<file path="src/hdl/rwl_pkg.sv">
package rwl_pkg;

  localparam int NUM_LOCKS  = 16;
  localparam int ID_BITS    = $clog2(NUM_LOCKS);
  localparam int COUNT_BITS = 8;
  localparam int EPOCH_BITS = 16;
  localparam int ACT_BITS   = 3;
  localparam int STAT_BITS  = 2;

  localparam logic [COUNT_BITS-1:0] CNT_ALL = '1;

  typedef enum logic [ACT_BITS-1:0] {
    ACT_RD_ACQ = 3'd0,
    ACT_WR_ACQ = 3'd1,
    ACT_RD_REL = 3'd2,
    ACT_WR_REL = 3'd3,
    ACT_RD_TMO = 3'd4,
    ACT_WR_TMO = 3'd5
  } action_t;

  typedef enum logic [STAT_BITS-1:0] {
    ST_OK      = 2'd0,
    ST_WAIT    = 2'd1,
    ST_INVALID = 2'd2,
    ST_TIMEOUT = 2'd3
  } status_t;

  typedef struct packed {
    logic                  ww;
    logic                  rw;
    logic [COUNT_BITS-1:0] cnt;
    logic [EPOCH_BITS-1:0] epoch;
  } lock_state_t;

  typedef struct packed {
    lock_state_t nxt;
    status_t     status;
    logic        wake_r;
    logic        wake_w;
  } lock_upd_t;

endpackage

</file>
<file path="src/hdl/reader_writer_lock_table_top.sv">
// table of reader-writer locks, one lock word per request
// input channel: in_valid/in_stall carry action and lock_id; a word is taken
// when in_valid is high and in_stall low
// output channel: out_valid/out_stall carry status, wake pulses, the lock's
// epoch and its state after the update
// lock state sits in one synchronous ram; the entry is read when a word is
// taken, then updated and written back when the update stage fires
// out_valid rises once the update stage hands its word to the output register
// throughput: one word per cycle while out_stall is low, set by the single
// ram read-modify-write; a write-back to the same lock as the next word is
// forwarded from a copy of the last written entry
// when out_stall holds the output register the update stage waits, and
// in_stall rises once that stage is also full
// reset (rst, synchronous) clears the per-entry valid flags, so every lock
// reads as free with epoch zero; no clearing pass is needed
module reader_writer_lock_table_top (
  input  logic                          clk,
  input  logic                          rst,
  input  logic                          in_valid,
  output logic                          in_stall,
  input  logic [rwl_pkg::ACT_BITS-1:0]  action,
  input  logic [rwl_pkg::ID_BITS-1:0]   lock_id,
  output logic                          out_valid,
  input  logic                          out_stall,
  output logic [rwl_pkg::STAT_BITS-1:0] status,
  output logic                          rd_wake,
  output logic                          wr_wake,
  output logic [rwl_pkg::EPOCH_BITS-1:0] writer_epoch,
  output logic [rwl_pkg::COUNT_BITS-1:0] reader_count,
  output logic                          write_locked,
  output logic                          readers_waiting,
  output logic                          writers_waiting
);
  import rwl_pkg::*;

  lock_state_t mem [NUM_LOCKS];
  logic [NUM_LOCKS-1:0] vbits;

  lock_state_t           rd_q;
  lock_state_t           last;
  lock_state_t           cur;
  lock_upd_t             upd;
  logic                  s2_valid;
  logic [ID_BITS-1:0]    s2_id;
  logic [ACT_BITS-1:0]   s2_act;
  logic                  s2_fwd;
  logic                  s2_vld;
  logic                  s2_fire;
  logic                  in_acc;

  assign s2_fire  = s2_valid && (!out_valid || !out_stall);
  assign in_stall = s2_valid && !s2_fire;
  assign in_acc   = in_valid && !in_stall;

  // never-written entries read as a free lock
  always_comb begin
    if (s2_fwd) begin
      cur = last;
    end else if (s2_vld) begin
      cur = rd_q;
    end else begin
      cur = '0;
    end
  end

  rwl_update u_update (
    .action (s2_act),
    .cur    (cur),
    .upd    (upd)
  );

  always_ff @(posedge clk) begin
    if (in_acc) begin
      rd_q <= mem[lock_id];
    end
    if (s2_fire) begin
      mem[s2_id] <= upd.nxt;
    end
  end

  always_ff @(posedge clk) begin
    if (rst) begin
      s2_valid  <= 1'b0;
      out_valid <= 1'b0;
      vbits     <= '0;
    end else begin
      if (in_acc) begin
        s2_valid <= 1'b1;
      end else if (s2_fire) begin
        s2_valid <= 1'b0;
      end
      if (s2_fire) begin
        out_valid    <= 1'b1;
        vbits[s2_id] <= 1'b1;
      end else if (!out_stall) begin
        out_valid <= 1'b0;
      end
    end
  end

  always_ff @(posedge clk) begin
    if (in_acc) begin
      s2_id  <= lock_id;
      s2_act <= action;
      // ram read races the write-back of the same lock
      s2_fwd <= s2_fire && (s2_id == lock_id);
      s2_vld <= vbits[lock_id];
    end
    if (s2_fire) begin
      last            <= upd.nxt;
      status          <= upd.status;
      rd_wake         <= upd.wake_r;
      wr_wake         <= upd.wake_w;
      writer_epoch    <= upd.nxt.epoch;
      reader_count    <= (upd.nxt.cnt == CNT_ALL) ? '0 : upd.nxt.cnt;
      write_locked    <= (upd.nxt.cnt == CNT_ALL);
      readers_waiting <= upd.nxt.rw;
      writers_waiting <= upd.nxt.ww;
    end
  end

  a_stall_needs_busy_stage: assert property (@(posedge clk) disable iff (rst)
    in_stall |-> (s2_valid && out_valid && out_stall))
    else $error("input stalled without a blocked update stage");

  a_entry_marked_written: assert property (@(posedge clk) disable iff (rst)
    s2_fire |=> vbits[$past(s2_id)])
    else $error("written lock entry not marked valid");

  a_locked_has_no_readers: assert property (@(posedge clk) disable iff (rst)
    out_valid |-> !(write_locked && (reader_count != '0)))
    else $error("write locked result reports readers");

  a_wait_without_wake: assert property (@(posedge clk) disable iff (rst)
    (out_valid && (status == ST_WAIT)) |-> (!rd_wake && !wr_wake))
    else $error("must-wait result carries a wake");

endmodule

</file>
<file path="src/hdl/rwl_update.sv">
module rwl_update (
  input  logic [rwl_pkg::ACT_BITS-1:0] action,
  input  rwl_pkg::lock_state_t         cur,
  output rwl_pkg::lock_upd_t           upd
);
  import rwl_pkg::*;

  logic wlocked;

  assign wlocked = (cur.cnt == CNT_ALL);

  always_comb begin
    upd.nxt    = cur;
    upd.status = ST_OK;
    upd.wake_r = 1'b0;
    upd.wake_w = 1'b0;
    case (action)
      ACT_RD_ACQ: begin
        if (!cur.ww && (cur.cnt < (CNT_ALL - COUNT_BITS'(1)))) begin
          upd.nxt.cnt = cur.cnt + COUNT_BITS'(1);
        end else begin
          upd.nxt.rw = 1'b1;
          upd.status = ST_WAIT;
        end
      end
      ACT_WR_ACQ: begin
        if (cur.cnt == '0) begin
          upd.nxt.cnt = CNT_ALL;
        end else begin
          upd.nxt.ww = 1'b1;
          upd.status = ST_WAIT;
        end
      end
      ACT_RD_REL: begin
        if (wlocked || (cur.cnt == '0)) begin
          upd.status = ST_INVALID;
        end else begin
          upd.nxt.cnt = cur.cnt - COUNT_BITS'(1);
          // last reader out: writers take priority
          if (cur.cnt == COUNT_BITS'(1)) begin
            if (cur.ww) begin
              upd.nxt.ww = 1'b0;
              upd.wake_w = 1'b1;
            end else if (cur.rw) begin
              upd.nxt.rw = 1'b0;
              upd.wake_r = 1'b1;
            end
          end
        end
      end
      ACT_WR_REL: begin
        if (!wlocked) begin
          upd.status = ST_INVALID;
        end else begin
          upd.nxt.cnt = '0;
          if (cur.rw) begin
            upd.nxt.rw = 1'b0;
            upd.wake_r = 1'b1;
          end else if (cur.ww) begin
            upd.nxt.ww = 1'b0;
            upd.wake_w = 1'b1;
          end
        end
      end
      ACT_RD_TMO: begin
        upd.status = ST_TIMEOUT;
        if (cur.rw) begin
          upd.nxt.rw = 1'b0;
          upd.wake_r = 1'b1;
          // writers flag stays set, only a wake goes out
          if (!wlocked && cur.ww) begin
            upd.wake_w = 1'b1;
          end
        end
      end
      ACT_WR_TMO: begin
        upd.status = ST_TIMEOUT;
        if (cur.ww) begin
          upd.nxt.ww = 1'b0;
          upd.wake_w = 1'b1;
          if (!wlocked && cur.rw && (cur.cnt == '0)) begin
            upd.wake_r = 1'b1;
          end
        end
      end
      default: begin
        upd.status = ST_INVALID;
      end
    endcase
    upd.nxt.epoch = cur.epoch + EPOCH_BITS'(upd.wake_w);
  end

endmodule

</file>
<file path="config.mk">
export PLATFORM = sky130hd
export DESIGN_NAME = reader_writer_lock_table_top
export DESIGN_NICKNAME = d
export VERILOG_FILES = /design/src/hdl/rwl_pkg.sv /design/src/hdl/reader_writer_lock_table_top.sv /design/src/hdl/rwl_update.sv
export SDC_FILE = /design/constraint.sdc
export NUM_CORES = 1
export LEC_CHECK = 0
export ABC_AREA = 0
export BUFFER_PORTS_ARGS = -buffer_cell sky130_fd_sc_hd__buf_2
export CAP_MARGIN = 30
export CORE_MARGIN = 2
export CORE_UTILIZATION = 62
export DETAILED_ROUTE_END_ITERATION = 8
export GPL_TIMING_DRIVEN = 0
export PLACE_DENSITY_LB_ADDON = 0.1
export SYNTH_ARGS = -nofsm -noshare
export SYNTH_HDL_FRONTEND = slang
export SYNTH_SLANG_ARGS = --single-unit
</file>
<file path="constraint.sdc">
create_clock -name clk -period 5.1 [get_ports clk]
set_input_delay 1.02 -clock clk [delete_from_list [all_inputs] [get_ports clk]]
set_output_delay 1.02 -clock clk [all_outputs]
set_load 0.005 [all_outputs]
</file>
==> flow_summary.ini <==
[floorplan]
pin_count = 44
dieArea_mm2 = 0.0345
initial_core_util = 0.629
fp-row-count = 66
die_w_um = 186
die_height_um = 186
core_mm2 = 0.0325

[cts]
tritoncts = yes
h-tree-depth = 2
insertion_delay_ps = 560
cts_hold_buf = 0
cts.clk_slew.worst_paths_ps = 60
cts_sinks = 508
cts_buffers = 50
cts-root-buf = clkbuf_16
cts_max_path_buffers = 3

[synthesis]
synth_seq_cells = 508
async_flop_share = 0
synth_warnings = 0
yosys-top-cells-area = edfxtp_1, mux4_2, dfxtp_1, nor2_1, buf_4
ys.flop_type = edfxtp_1
syn_inst = 1035
syn_nets = 1049
synth_edf_count = 490
synth.distinct_cells = 70
syn_area_mm2 = 0.0205
syn_area_per_cell_um2 = 19.8
yosysMostFrequentCell = edfxtp_1
yosys.area.top_type_share = 0.719
yosys-top-cells-count = edfxtp_1, mux4_2, nor2_1
synth_top_cell_by_area = edfxtp_1
ys_seq_area_frac = 0.736

[power_and_ir_drop]
finalPower_w = 0.00897
power_density_mw_per_mm2 = 377
peakVddDrop_mv = 0.323
power.leakage_nw = 7.74

[timing]
slew_violations = 0
setup_tns_ps = 0
hold_violations = 0
fmax_mhz = 206
rsz0062_at_grt = false
layout_setup_ws_ps = 246
skew_ps = 19.3
worstMarginPinSlew_ps = 969
slew_headroom = 0.350
min_period_ps = 4850
finalCritPeriodShare = 0.952
final-setup-viol-count = 0
timing.hold.ws_ps = 465

[final_layout]
fin_util = 0.731
layout-drive-gt1-share = 0.302
fin_nets = 1195
area_growth_pct = 16.2
antenna_cells = 0

[grt]
grt_pass1_wl_um = 70900
overflow = 0
antenna_found_initial = 0
grt_max_degree = 33
grt.total_usage = 0.293
grt_pass1_vias = 10900

[worst_setup_path]
path_class = flop to flop
slowest_delay_ps = 720
cp-start-kind = flop
crit_start = s2_vld
crit_fanout = 16
cp_data_required_time_ps = 5490
critPathTopFamily = simple AND/OR/NAND/NOR gates
cp_slowest_cell = clkbuf_1
critPathCaptureType = flop
r2r-start = s2_vld
path_cells = and2b_1 -> buf_2 -> clkbuf_1 -> a22o_1 -> a21oi_1 -> nor3_1 -> a21oi_1 -> nor2_1 -> ha_1 -> nand2_1 -> nor4_2 -> nand2_2 -> nor2_1 -> and4bb_1 -> xnor2_1 -> buf_4
path_buf_inv = 3
arrival_ps = 5240

[route]
drt_iter0_markers = 1246
vias = 10800
via_per_inst = 6.50
ant_nets = 0
drc_errors = 0
wl_per_cell_um = 29.4
routed_wirelength_um = 48800
drtPass1Iterations = 5

[place]
hpwl_um = 31800
port_buffers = 42
dp_slack_ps = -576
gp_congestion = 0.929

[job]
drv_cap = 0

[min_path]
min_from = vbits[6]
min_path_type = flop to flop

[status]
status = finished clean
[layer usage]
| metal | track usage | share of wire | vias up |
|---|---|---|---|
| met5 | 0 | 0 | - |
| met1 | 0.405 | 0.40 | 5634 |
| met4 | 0.0904 | 0.025 | 0 |
| li1 | - | - | 4563 |
| met3 | 0.0511 | 0.074 | 86 |
| met2 | 0.484 | 0.50 | 515 |
[tightest hold or removal path: cells and delay by family, from the launching register on]
family | cells | cell delay, ps
AND/OR/NAND/NOR | 2 | 110
flip-flops | 1 | 320
[state kept, by name, summed over array words and instances, names as in the netlist]
register and count:
s2_valid 1, s2_id 4, last 26, status 2, s2_act 3, write_locked 1, reader_count 8, rd_wake 1
wr_wake 1, s2_fwd 1, vbits 16, out_valid 1, s2_vld 1, rd_q 26, mem 416
[layout by cell type (no fill, tap or decap), types with 6 or more instances in the layout]
cell type / netlist / routed
a21oi_1: 17 / 17
a22o_1: 8 / 8
a22oi_1: 15 / 15
and2_1: 6 / 6
buf_1: 14 / 14
buf_12: 0 / 7
buf_16: 0 / 8
buf_2: 6 / 48
buf_4: 18 / 32
buf_6: 1 / 15
buf_8: 2 / 11
clkbuf_1: 25 / 41
clkbuf_16: 0 / 53
clkinv_1: 0 / 6
clkinv_2: 0 / 6
dfxtp_1: 18 / 18
edfxtp_1: 490 / 490
inv_1: 7 / 6
mux4_2: 135 / 135
nand2_1: 33 / 32
nand3_1: 16 / 16
nand4_1: 6 / 6
nor2_1: 71 / 59
nor2_4: 0 / 12
nor3_1: 12 / 8
o21a_1: 6 / 6
o21ai_0: 14 / 13
o21ai_1: 10 / 11
xnor2_1: 13 / 13
[power by group]
part	total, W	internal [W]	switching, W
Clock	0.00365	0.00214	0.00151
Sequential	0.00473	0.00469	0.0000347
Combinational	0.000594	0.000233	0.000362
Total	0.00897	0.00706	0.00191
[timing repair]
item,4_1_cts,5_1_grt
endpoints found under the hold margin,0,0
setup endpoints to repair,74,40
pin swaps,1,0
buffers inserted,1,0
resized for setup,4,2
[path summary, 6_finish.rpt]
path | to | slack (ps) | depth (start not counted)
worst max-delay path | mem[12][15] | 250 | 16
worst min register to register | vbits[6] | 470 | 2
worst min-delay path | vbits[6] | 470 | 2
worst max register to register | mem[12][15] | 250 | 16
[per-stage QoR]
stage                     cell area (um2)  std cells
final                               23800       1662
after global routing                23800       1662
after CTS                           23700       1655
after detailed placement            22000       1563
after global placement              21200       1519
after floorplan                     20500       1035
[area by class of cell]
type | count | area (um2)
Fill cell | 1932 | 8750
Tap cell | 442 | 553
Clock inverter | 20 | 225
Multi-Input combinational cell | 454 | 5170
Inverter | 7 | 26.3
Clock buffer | 71 | 1410
Sequential cell | 508 | 15100
Buffer | 66 | 353
Timing Repair Buffer | 94 | 968
[logic make-up (layout without fill, tap and decap cells)]
kind of cell / count (synthesis) / in the layout / share of synthesized area
DFF: 508 / 508 / 0.736
muxes: 135 / 135 / 0.149
and+or+nand+nor: 182 / 182 / 0.0447
adders and majority gates: 3 / 3 / 0.00183
xor gates and xnor gates: 20 / 20 / 0.00856
buffers and inverters: 73 / 258 / 0.0185
AOI/OAI and AO/OA: 114 / 114 / 0.0416
(Power assumes the default switching activity.)
